<file path="src/hdl/wpf_pkg.sv">
// Package for the waypoint path follower: field widths and item kinds.
// Depends on nothing; used by hdl/waypoint_path_follower.sv.
package wpf_pkg;
  localparam int CoordW = 24;
  localparam int SpeedW = 16;
  localparam int ElapsedW = 10;
  localparam int BudgetW = SpeedW + ElapsedW;   // 26
  localparam int DeltaW = CoordW + 1;           // 25, signed difference
  localparam int MagW = CoordW + 1;             // magnitude of a difference, unsigned
  // Sum of two squares, padded to an even width so the root takes bit pairs from bit 0.
  localparam int SqW = 2 * MagW + 2;            // 52
  localparam int RootW = (SqW + 1) / 2;         // 26
  localparam int ProdW = MagW + BudgetW;        // 51, |d| * budget
  localparam int CountW = 5;

  localparam logic [1:0] KindAdd = 2'd0;
  localparam logic [1:0] KindTick = 2'd1;
  localparam logic [1:0] KindSet = 2'd2;

  typedef logic signed [CoordW-1:0] coord_t;
endpackage

</file>
<file path="src/hdl/waypoint_path_follower.sv">
// Waypoint path follower: position register, waypoint queue and a tick sequencer with one
// shared multiplier, a bit-serial square root and a bit-serial divider. Uses wpf_pkg.
// Add, set position and unknown kinds go from accept straight to the result beat. A tick
// computes its budget, then for each waypoint reached reads it, forms the difference,
// squares both magnitudes, takes the root, compares and checks again; when it stops short
// at a waypoint, it multiplies each magnitude by the budget left and divides by the root.
// One item is in work at a time; the input stalls until the result beat is taken.
// Reset (rst, synchronous) clears the position, the queue pointers and speed; the
// waypoint memory is not cleared.
module waypoint_path_follower #(
  parameter int QUEUE_DEPTH = 16
) (
  input  logic clk,
  input  logic rst,
  input  logic in_valid,
  output logic in_stall,
  input  logic [1:0] kind,
  input  logic signed [wpf_pkg::CoordW-1:0] coord_x,
  input  logic signed [wpf_pkg::CoordW-1:0] coord_y,
  input  logic [wpf_pkg::ElapsedW-1:0] elapsed_ms,
  output logic out_valid,
  input  logic out_stall,
  output logic signed [wpf_pkg::CoordW-1:0] pos_x,
  output logic signed [wpf_pkg::CoordW-1:0] pos_y,
  output logic [wpf_pkg::CountW-1:0] pending,
  output logic [wpf_pkg::CountW-1:0] passed,
  output logic dropped,
  input  logic cfg_valid,
  output logic cfg_ready,
  input  logic [wpf_pkg::SpeedW-1:0] cfg_data
);
  localparam int IdxW = (QUEUE_DEPTH > 1) ? $clog2(QUEUE_DEPTH) : 1;
  localparam int CntW = $clog2(QUEUE_DEPTH + 1);
  localparam int BW = wpf_pkg::BudgetW;
  localparam int MW = wpf_pkg::MagW;
  localparam int SW = wpf_pkg::SqW;
  localparam int RW = wpf_pkg::RootW;
  localparam int PW = wpf_pkg::ProdW;
  localparam int CW = wpf_pkg::CoordW;

  localparam logic [3:0] S_IDLE  = 4'd0;
  localparam logic [3:0] S_BUDG  = 4'd1;
  localparam logic [3:0] S_CHECK = 4'd2;
  localparam logic [3:0] S_READ  = 4'd3;
  localparam logic [3:0] S_DIFF  = 4'd4;
  localparam logic [3:0] S_MULX  = 4'd5;
  localparam logic [3:0] S_MULY  = 4'd6;
  localparam logic [3:0] S_SQRT  = 4'd7;
  localparam logic [3:0] S_CMP   = 4'd8;
  localparam logic [3:0] S_PMX   = 4'd9;
  localparam logic [3:0] S_DIVX  = 4'd10;
  localparam logic [3:0] S_PMY   = 4'd11;
  localparam logic [3:0] S_DIVY  = 4'd12;
  localparam logic [3:0] S_OUT   = 4'd13;

  logic [3:0] state;
  logic [wpf_pkg::SpeedW-1:0] speed;
  wpf_pkg::coord_t cur_x, cur_y;
  logic [IdxW-1:0] head_index;
  logic [CntW-1:0] queued_count;
  logic [2*CW-1:0] wp_mem [QUEUE_DEPTH];
  logic [2*CW-1:0] rd_data;
  logic [1:0] k_kind;
  logic [wpf_pkg::ElapsedW-1:0] k_el;
  logic [BW-1:0] budget;
  logic [CntW-1:0] pass_cnt;
  logic drop_flag;
  logic signed [wpf_pkg::DeltaW-1:0] dx, dy;
  logic [MW-1:0] ax, ay;
  logic [SW-1:0] sq, rem_sq, mul_p;
  logic [RW-1:0] root;
  logic [5:0] cnt;
  logic [PW-1:0] dvd;
  logic [RW:0] drem;
  logic [PW-1:0] quo;
  logic [MW-1:0] mul_a;
  logic [MW-1:0] mul_b;

  logic in_acc, out_acc;
  logic [IdxW-1:0] tail_slot;
  logic [IdxW:0] tail_sum;

  assign in_acc = in_valid && !in_stall;
  assign out_acc = out_valid && !out_stall;
  assign in_stall = (state != S_IDLE) || out_valid;
  assign cfg_ready = (state == S_IDLE) && !out_valid;

  // Shared multiplier, one product per cycle with registered output.
  always_comb begin
    mul_a = ax;
    mul_b = ax;
    case (state)
      S_MULX:  begin mul_a = ax; mul_b = ax; end
      S_MULY:  begin mul_a = ay; mul_b = ay; end
      S_PMX:   begin mul_a = ax; mul_b = MW'(budget); end
      S_PMY:   begin mul_a = ay; mul_b = MW'(budget); end
      default: begin mul_a = ax; mul_b = ax; end
    endcase
  end

  assign tail_sum = {1'b0, head_index} + (IdxW+1)'(queued_count);
  assign tail_slot = (tail_sum >= (IdxW+1)'(QUEUE_DEPTH)) ?
                     IdxW'(tail_sum - (IdxW+1)'(QUEUE_DEPTH)) : IdxW'(tail_sum);

  always_ff @(posedge clk) begin
    if (in_acc && kind == wpf_pkg::KindAdd && queued_count < CntW'(QUEUE_DEPTH)) begin
      wp_mem[tail_slot] <= {coord_x, coord_y};
    end
    rd_data <= wp_mem[head_index];
  end

  // Square root step: one result bit per cycle (restoring).
  logic [RW+1:0] trial;
  logic [RW+1:0] rem_hi;
  assign rem_hi = {rem_sq[RW-1:0], sq[SW-1 -: 2]};
  assign trial = {root, 2'b01};

  // Divider step: one quotient bit per cycle.
  logic [RW:0] dshift;
  assign dshift = {drem[RW-1:0], dvd[PW-1]};

  logic signed [CW:0] move;
  assign move = $signed({1'b0, quo[CW-1:0]});

  always_ff @(posedge clk) begin
    if (rst) begin
      state <= S_IDLE;
      speed <= '0;
      cur_x <= '0;
      cur_y <= '0;
      head_index <= '0;
      queued_count <= '0;
      out_valid <= 1'b0;
    end else begin
      if (out_acc) out_valid <= 1'b0;
      if (cfg_valid && cfg_ready) speed <= cfg_data;
      mul_p <= SW'(mul_a * mul_b);
      case (state)
        S_IDLE: begin
          if (in_acc) begin
            k_kind <= kind;
            k_el <= elapsed_ms;
            pass_cnt <= '0;
            drop_flag <= 1'b0;
            state <= (kind == wpf_pkg::KindTick) ? S_BUDG : S_OUT;
            if (kind == wpf_pkg::KindAdd) begin
              if (queued_count >= CntW'(QUEUE_DEPTH)) drop_flag <= 1'b1;
              else queued_count <= queued_count + 1'b1;
            end else if (kind == wpf_pkg::KindSet) begin
              cur_x <= coord_x;
              cur_y <= coord_y;
            end
          end
        end
        S_BUDG: begin
          budget <= BW'(speed * k_el);
          state <= S_CHECK;
        end
        S_CHECK: state <= (budget != '0 && queued_count != '0) ? S_READ : S_OUT;
        S_READ: state <= S_DIFF;   // memory read data lands this cycle
        S_DIFF: begin
          dx <= $signed({rd_data[2*CW-1], rd_data[2*CW-1:CW]}) -
                $signed({cur_x[CW-1], cur_x});
          dy <= $signed({rd_data[CW-1], rd_data[CW-1:0]}) -
                $signed({cur_y[CW-1], cur_y});
          state <= S_MULX;
          cnt <= '0;
        end
        S_MULX: begin
          // Magnitudes are registered before the multiplier sees them; this state waits for the product.
          ax <= dx[CW] ? MW'(-dx) : MW'(dx);
          ay <= dy[CW] ? MW'(-dy) : MW'(dy);
          cnt <= cnt + 1'b1;
          if (cnt == 6'd1) state <= S_MULY;
        end
        S_MULY: begin
          sq <= mul_p;     // ax*ax
          cnt <= cnt + 1'b1;
          if (cnt == 6'd3) begin
            sq <= sq + mul_p;   // add ay*ay
            rem_sq <= '0;
            root <= '0;
            cnt <= '0;
            state <= S_SQRT;
          end
        end
        S_SQRT: begin
          if (rem_hi >= trial) begin
            rem_sq <= SW'(rem_hi - trial);
            root <= {root[RW-2:0], 1'b1};
          end else begin
            rem_sq <= SW'(rem_hi);
            root <= {root[RW-2:0], 1'b0};
          end
          sq <= {sq[SW-3:0], 2'b00};
          cnt <= cnt + 1'b1;
          if (cnt == 6'(RW-1)) state <= S_CMP;
        end
        S_CMP: begin
          cnt <= '0;
          if (BW'(root) <= budget) begin
            budget <= budget - BW'(root);
            cur_x <= rd_data[2*CW-1:CW];
            cur_y <= rd_data[CW-1:0];
            head_index <= (head_index == IdxW'(QUEUE_DEPTH-1)) ? '0 : head_index + 1'b1;
            queued_count <= queued_count - 1'b1;
            pass_cnt <= pass_cnt + 1'b1;
            state <= S_CHECK;
          end else begin
            state <= S_PMX;
          end
        end
        S_PMX, S_PMY: begin
          cnt <= cnt + 1'b1;
          if (cnt == 6'd1) begin
            dvd <= PW'(mul_p);
            drem <= '0;
            quo <= '0;
            cnt <= '0;
            state <= (state == S_PMX) ? S_DIVX : S_DIVY;
          end
        end
        S_DIVX, S_DIVY: begin
          if (dshift >= {1'b0, root}) begin
            drem <= dshift - {1'b0, root};
            quo <= {quo[PW-2:0], 1'b1};
          end else begin
            drem <= dshift;
            quo <= {quo[PW-2:0], 1'b0};
          end
          dvd <= {dvd[PW-2:0], 1'b0};
          cnt <= cnt + 1'b1;
          if (cnt == 6'(PW-1)) begin
            cnt <= '0;
            if (state == S_DIVX) state <= S_PMY;
            else state <= S_OUT;
          end
        end
        S_OUT: begin
          if (k_kind == wpf_pkg::KindTick && budget != '0 && queued_count != '0) begin
            budget <= '0;
          end
          out_valid <= 1'b1;
          state <= S_IDLE;
        end
        default: state <= S_IDLE;
      endcase
      // Apply a finished quotient to its axis; quotient is below |d| so it fits.
      if (state == S_PMY && cnt == 6'd0) begin
        cur_x <= dx[CW] ? CW'(cur_x - move) : CW'(cur_x + move);
      end
      if (state == S_OUT && k_kind == wpf_pkg::KindTick && budget != '0 &&
          queued_count != '0) begin
        cur_y <= dy[CW] ? CW'(cur_y - move) : CW'(cur_y + move);
      end
    end
  end

  assign pos_x = cur_x;
  assign pos_y = cur_y;
  assign pending = wpf_pkg::CountW'(queued_count);
  assign passed = wpf_pkg::CountW'(pass_cnt);
  assign dropped = drop_flag;

  a_no_accept_busy: assert property (@(posedge clk) disable iff (rst)
    (state != S_IDLE) |-> in_stall) else $error("input taken while busy");
  a_count_bound: assert property (@(posedge clk) disable iff (rst)
    queued_count <= CntW'(QUEUE_DEPTH)) else $error("queue count overflow");
  a_done_result: assert property (@(posedge clk) disable iff (rst)
    (state == S_OUT) |=> out_valid) else $error("result beat missing");
  a_root_bound: assert property (@(posedge clk) disable iff (rst)
    (state == S_PMX) |-> (BW'(root) > budget)) else $error("partial move with reachable point");
endmodule
</file>
<file path="config.mk">
export PLATFORM = sky130hd
export DESIGN_NAME = waypoint_path_follower
export DESIGN_NICKNAME = d
export VERILOG_FILES = /design/src/hdl/wpf_pkg.sv /design/src/hdl/waypoint_path_follower.sv
export SDC_FILE = /design/constraint.sdc
export NUM_CORES = 2
export LEC_CHECK = 0
export ABC_AREA = 0
export ABC_CLOCK_PERIOD_IN_PS = 10200
export BUFFER_PORTS_ARGS = -buffer_cell sky130_fd_sc_hd__buf_2
export CAP_MARGIN = 15
export CORE_AREA = 8 8 452 454
export CTS_CLUSTER_DIAMETER = 40
export DETAILED_ROUTE_END_ITERATION = 8
export DIE_AREA = 0 0 460 462
export PLACE_DENSITY_LB_ADDON = 0.12
export SLEW_MARGIN = 20
export SYNTH_ARGS = -nofsm -noshare
export SYNTH_HDL_FRONTEND = slang
export SYNTH_SLANG_ARGS = --single-unit
</file>
<file path="constraint.sdc">
create_clock -name clk -period 10.2 [get_ports clk]
set_input_delay 0.51 -clock clk [delete_from_list [all_inputs] [get_ports clk]]
set_output_delay 0.51 -clock clk [all_outputs]
set_load 0.005 [all_outputs]
</file>
# After elaboration in Yosys (flattened, before gate mapping)
# Memory sizes are Yosys's and may differ from the RTL's. A register that Yosys moved wholly into a read port is not among the register bits.
# Index checks and enable logic that the tools add are counted.
[totals]
output_inout_bits = 62
mem_count = 1
in_bits = 81
latchBits = 0
ram_bits = 768
ff_bits = 483
rom_bits = 0
wordCells = 212
[memory_table]
columns = ["memory", "words", "word_bits", "rd", "rd_ports_with_merged_regs", "write_ports", "line", "text"]
rows = [
  ["wp_mem", 16, 48, 1, 1, 1, "waypoint_path_follower.sv:61", "logic [2*CW-1:0] wp_mem [QUEUE_DEPTH];"],
]
[op_classes]
n_eq_ne = 39
bitwise_logic = 1
multipliers = 2
add_sub_neg = 19
shifts = 0
n_lt_le_gt_ge = 6
n_div = 0
n_reduce_logical = 50
n_mux = 68
[op_table]
columns = ["cell", "n"]
rows = [
  ["two-way mux 24 bit", 15],
  ["two-way mux 26 bit", 7],
  ["one-hot mux 26 bit (2 select lines)", 3],
  ["one-hot mux 24 bit (2 select lines)", 3],
  ["one-hot mux 52 bit (2 select lines)", 1],
  ["one-hot mux 51 bit (2 select lines)", 1],
  ["one-hot mux 26 bit (3 select lines)", 1],
  ["subtractor 26 bit", 3],
  ["adder 52 x 50 -> 52 bit", 1],
  ["two-way mux 52 bit", 1],
  ["two-way mux 51 bit", 1],
  ["multiplier 25 x 25 -> 50 bit", 1],
  ["negator 25 bit", 2],
  ["one-hot mux 25 bit (2 select lines)", 1],
  ["subtractor 24 x 24 -> 25 bit", 2],
  ["adder 24 bit", 2],
  ["subtractor 24 bit", 2],
  ["two-way mux 4 bit", 11],
  ["one-hot mux 4 bit (11 select lines)", 1],
  ["two-way mux 5 bit", 6],
  ["one-hot mux 6 bit (5 select lines)", 1],
  ["equality test 4 bit, second input constant", 7],
  [">= comparator 28 bit", 1],
  [">= comparator 27 x 26 -> 1 bit", 1],
  ["other kinds (47)", 110],
]

# Logic depth before layout (Yosys ltp)
[depth]
word_depth = 8
mapped_depth = 38
mapped_depth_nobuf = 31

# Least setup slack after synthesis
# No wires, ideal clock.
[synth_path]
kind = "reg-to-reg"
from = "register state[3]"
to = "register rem_sq[0] (enable)"
stages_incl_launch_ff = 6
period_less_slack_ns = 8.868
arrival_ns = 8.327
setup_time_ns = 0.541
path_buffers = 2
slack_ns = 1.332
required_ns = 9.659
path_cell_list = "dfxtp_1 clkbuf_1 nand2b_1 clkbuf_1 nor3_1 a21boi_0"
[synth_via]
elab_chain_len = 3
word_cells_on_any_way = 5
cone_classes = "eq/ne (3); reduce/logical (2)"
[synth_rtl]
columns = ["element", "line", "text"]
rows = [
  ["start, declared", "waypoint_path_follower.sv:56", "logic [3:0] state;"],
  ["start signal, assigned", "waypoint_path_follower.sv:145", "state <= (kind == wpf_pkg::KindTick) ? S_BUDG : S_OUT;"],
  ["start signal, assigned", "waypoint_path_follower.sv:159", "S_CHECK: state <= (budget != '0 && queued_count != '0) ? S_READ : S_OUT;"],
  ["start signal, assigned", "waypoint_path_follower.sv:220", "state <= (state == S_PMX) ? S_DIVX : S_DIVY;"],
  ["equality test 4 x 3 -> 1 bit", "waypoint_path_follower.sv:138", "case (state)"],
  ["inequality test 2 bit (no source line) / nonzero test 2 bit (equally long branches)", "-", ""],
  ["AND reduction 3 bit (no source line) (*)", "-", ""],
  ["end signal, assigned", "waypoint_path_follower.sv:189", "rem_sq <= SW'(rem_hi - trial);"],
  ["end signal, assigned", "waypoint_path_follower.sv:192", "rem_sq <= SW'(rem_hi);"],
  ["end, declared", "waypoint_path_follower.sv:70", "logic [SW-1:0] sq, rem_sq, mul_p;"],
]
# Mark *: on every way between the ends. The rest lies on a longest branch, timed or not.
# A chain may end at the register's enable or synchronous reset.

# Worst setup path after layout
[layout_path]
from = "register state[3]"
to = "register mul_p[49] (data pin)"
[layout_via]
elab_chain_len = 4
word_cells_on_any_way = 8
cone_classes = "mul (1); eq/ne (3); mux (2); reduce/logical (2)"
[layout_rtl]
columns = ["element", "line", "text"]
rows = [
  ["equality test 4 bit / equality test 4 x 3 -> 1 bit (equally long branches)", "waypoint_path_follower.sv:92", "case (state)"],
  ["OR reduction 2 bit (no source line)", "-", ""],
  ["one-hot mux 25 bit (2 select lines) / two-way mux 25 bit (equally long branches)", "waypoint_path_follower.sv:92", ""],
  ["multiplier 25 x 25 -> 50 bit (*)", "waypoint_path_follower.sv:137", "mul_p <= SW'(mul_a * mul_b);"],
  ["end signal, assigned", "waypoint_path_follower.sv:137", ""],
  ["end, declared", "waypoint_path_follower.sv:70", ""],
]
# Marks and branches as above.

==> run summary <==
The relative max-transition margin came out at between 20% and 30%. The die is 460 µm wide. The number of synthesized flops with an enable pin came out at 1173. The category of the worst setup path capture point is a register. Sequential elements use 42.8% of the synthesized area. The minimum period implied by the final worst setup slack came out at about 9500 ps. The number of failing hold endpoints at the final stage came to 0.

The die covers 0.213 mm². The buffer count from post-CTS setup fixing is 0. The number of detailed-route iterations in the first pass is 6. The total count of max-transition violations in the final report is 0.

The data arrival time of the worst path is 10060 ps. The count of instances resized after the clock tree is built is 0. Synthesis handed over a netlist of between 8000 and 9000 instances.

The number of buffers on the longest clock path is 3. The number of buffer and inverter instances along the worst setup path is 6. Buffers inserted during clock tree synthesis total 205. After detailed routing, the average wire length per cell comes to 23.8 µm. Global routing used around 24% of the available tracks. The achievable clock frequency came out at 105 MHz.

The setup TNS is 0 ps. The launch instance of the worst min-delay path is coord_y[14]. Cells with a size suffix above 1 make up 10.8% of the layout. The startpoint identified for the worst register-to-register timing path is state[3]$_SDFFE_PP0P_. The measured slew at the worst slew-check pin is 1080 ps.

A synthesized cell averages 11.0 µm². The peak per-stage delay on the critical path came out at around 680 ps. The CTS tree is done. The placed wire-length estimate after detailed placement came out at 189000 µm.

For this block, the routed nets add up to 263000 µm of wire. The post-synthesis sequential element count is around 1300. The share of flip-flops with an asynchronous set or reset is 0%. The startpoint-to-endpoint class of the critical path is reg -> reg.

The number of buffers inserted by hold repair at cts came out at 54. After synthesis the cells add up to a little under 0.09 mm². The number of sinks on the clock net came out at between 1000 and 1500. The total of buffers placed on input and output ports is 142. The number of routed nets with antenna violations came out at 0. CTS built an H-tree with a depth of 4. The count of max-cap constraint violations is 0.

The number of distinct library cell variants in the gate-level netlist after synthesis came out at 95. The run finished with clean final reports. The initial cell density of the core came out at 44.9%.

The ratio of routed vias to standard cells is 5.58. For this run, design rule violations remaining after detail routing come to 0. The share of synthesized area in the top cell type comes to 39.9%.

The I/O pin total came out at roughly 140. The clock latency on the worst-skew pair came out at about 860 ps. For this run, the share of the core covered by cells in the final layout is between 50 and 60%.

The DRC violation total after the first TritonRoute iteration came out at 4858. The global-route wire length before repair is roughly 390000 µm. The count of nets after finishing is approximately 9400. In the post-synthesis netlist, the biggest area contributors are sky130_fd_sc_hd__edfxtp_1 (40%), sky130_fd_sc_hd__fa_1 (15%), sky130_fd_sc_hd__ha_1 (6.9%), sky130_fd_sc_hd__nand2_1 (4.2%), sky130_fd_sc_hd__inv_1 (3.7%).

The cell chosen for the clock root is sky130_fd_sc_hd__clkbuf_16. The worst setup path is launched from a register. The overall via count from detail_route is 61600. The slowest stage of the critical path belongs to the cell sky130_fd_sc_hd__mux2i_1. The synthesized net count came out at around 9000.

The setup violation total in the final timing report came out at 0. In this run the worst path has a maximum fanout of 14. In this run the core area contains 163 standard-cell rows.

The data required time of the critical path came out at 10770 ps. The most used flip-flop cell after synthesis is sky130_fd_sc_hd__edfxtp_1. The warning count from the yosys run came out at 0. The pin count of the biggest net entering global routing is 124.

Setup repair after global routing left no endpoint under its margin. The overall die height came out at roughly 460 µm. The final hold slack came out at 58.6 ps.

At the end of routability-driven placement, the weighted congestion stood at 0.953. The critical path's top delay family is adder cells. The most area-hungry cell type in the Yosys netlist is sky130_fd_sc_hd__edfxtp_1.

The core box area came out at between 0.15 and 0.2 mm². The most critical setup path has its startpoint at state[3]$_SDFFE_PP0P_. Among the stages of the critical path, the cell type that occurs most often is sky130_fd_sc_hd__fa_1. The clock skew after layout came out at 68.3 ps.

The clock-pin transition on the worst setup and hold timing paths is roughly 60 ps. The layout-stage area growth over the synthesis result came out at 13.3%. The ratio of final minimum period to clock period is 93.0%. Summed over all layers, the global routing overflow is 0.

The via count of the first global-routing pass is 63200. The worst hold path class is in -> reg. The number of antenna violations at the first check in global routing is 13.
-- through the flow --
stage / instance area (µm²) / setup WS (ps) / cells
after global routing: 100000 / 279 / 11000
after global placement: 92200 / 770 / 10600
after detailed placement: 92200 / 713 / 10600
after CTS: 99900 / 717 / 11000
after floorplan: 88300 / 1330 / 8032
final: 100000 / 713 / 11000
-- sequential cells by signal (all words and copies together), names as in the netlist, 26 cells and up --
signal,flops
drem,26
root,26
rem_sq,26
wp_mem,768
sq,52
budget,26
mul_p,50
rd_data,48
dvd,51
-- layout make-up --
| type | instances | area (µm²) |
|---|---|---|
| Fill cell | 17600 | 96600 |
| Multi-Input combinational cell | 5491 | 46100 |
| Sequential cell | 1299 | 37800 |
| Clock buffer | 241 | 5440 |
| Inverter | 881 | 3310 |
| Tap cell | 2640 | 3300 |
| Timing Repair Buffer | 330 | 2320 |
| Clock inverter | 147 | 1730 |
| Antenna cell | 5 | 12.5 |
-- path summary, 6_finish.rpt --
check | endpoint | slack (ps) | depth (start not counted)
worst min register to register | dvd[25]$_DFFE_PP_ | 500 | 2
worst max register to register | mul_p[49]$_DFFE_PN_ | 710 | 29
worst min-delay path | wp_mem[1][14]$_DFFE_PP_ | 60 | 1
worst max-delay path | mul_p[49]$_DFFE_PN_ | 710 | 29
-- cell usage after synthesis, types with 59 or more instances --
cell type and n:
sky130_fd_sc_hd__mux2_2 73, sky130_fd_sc_hd__dfxtp_1 126, sky130_fd_sc_hd__nand2_1 978, sky130_fd_sc_hd__and2_1 137, sky130_fd_sc_hd__a21oi_1 476, sky130_fd_sc_hd__o21ai_0 287, sky130_fd_sc_hd__clkbuf_1 298, sky130_fd_sc_hd__mux4_2 96
sky130_fd_sc_hd__xnor2_1 236, sky130_fd_sc_hd__a21o_1 146, sky130_fd_sc_hd__nor3_1 66, sky130_fd_sc_hd__nand3_1 69, sky130_fd_sc_hd__ha_1 485, sky130_fd_sc_hd__xor2_1 115, sky130_fd_sc_hd__o22ai_1 59, sky130_fd_sc_hd__a221oi_1 65
sky130_fd_sc_hd__mux2i_1 199, sky130_fd_sc_hd__inv_1 880, sky130_fd_sc_hd__nor2_1 658, sky130_fd_sc_hd__fa_1 645, sky130_fd_sc_hd__edfxtp_1 1173
-- metal layers --
layer | share of wire [%] | vias up | GRT usage [%] | wire length [µm]
met5 | 0.029 | - | 0 | 75
met4 | 4.4 | 12 | 9.65 | 11400
met3 | 5.7 | 506 | 3.92 | 15100
met2 | 48 | 1914 | 41.4 | 127000
met1 | 42 | 30900 | 31.0 | 109000
li1 | - | 28300 | - | -
-- logic make-up after synthesis --
family / synth area share [%]
simple gates: 10.8
compound gates: 10.5
flops: 42.8
buf+inv: 5.36
fa+ha+maj: 21.5
mux: 5.64
xor+xnor: 3.48
-- worst register-to-register path, delay by kind of cell (launching register included) --
family,cells,cell delay (ps)
adder cells (fa/ha/maj),8,4020
AO/OA/AOI/OAI,7,2300
AND/OR/NAND/NOR,6,1410
multiplexers,1,700
flip-flops,1,350
buffers and inverters,6,340
XOR/XNOR,1,120
-- layout by cell type (no fill, tap or decap), types with 59 or more instances in the layout --
cell type                   Yosys  final
sky130_fd_sc_hd__mux4_2        96     96
sky130_fd_sc_hd__inv_1        880    879
sky130_fd_sc_hd__fa_1         645    645
sky130_fd_sc_hd__ha_1         485    485
sky130_fd_sc_hd__o22ai_1       59     59
sky130_fd_sc_hd__nor2_1       658    640
sky130_fd_sc_hd__xor2_1       115    115
sky130_fd_sc_hd__clkbuf_16      0    210
sky130_fd_sc_hd__edfxtp_1    1173   1173
sky130_fd_sc_hd__o21ai_0      287    287
sky130_fd_sc_hd__a21o_1       146    146
sky130_fd_sc_hd__nor3_1        66     61
sky130_fd_sc_hd__a221oi_1      65     59
sky130_fd_sc_hd__and2_1       137    135
sky130_fd_sc_hd__mux2i_1      199    198
sky130_fd_sc_hd__buf_4          1    130
sky130_fd_sc_hd__dfxtp_1      126    122
sky130_fd_sc_hd__mux2_2        73     73
sky130_fd_sc_hd__a21oi_1      476    469
sky130_fd_sc_hd__buf_2         21    142
sky130_fd_sc_hd__xnor2_1      236    236
sky130_fd_sc_hd__nand3_1       69     69
sky130_fd_sc_hd__nand2_1      978    975
Power is left out: the tool's default activity adds up to more than one toggle a clock period on the data nets, which glitch-free logic cannot reach.
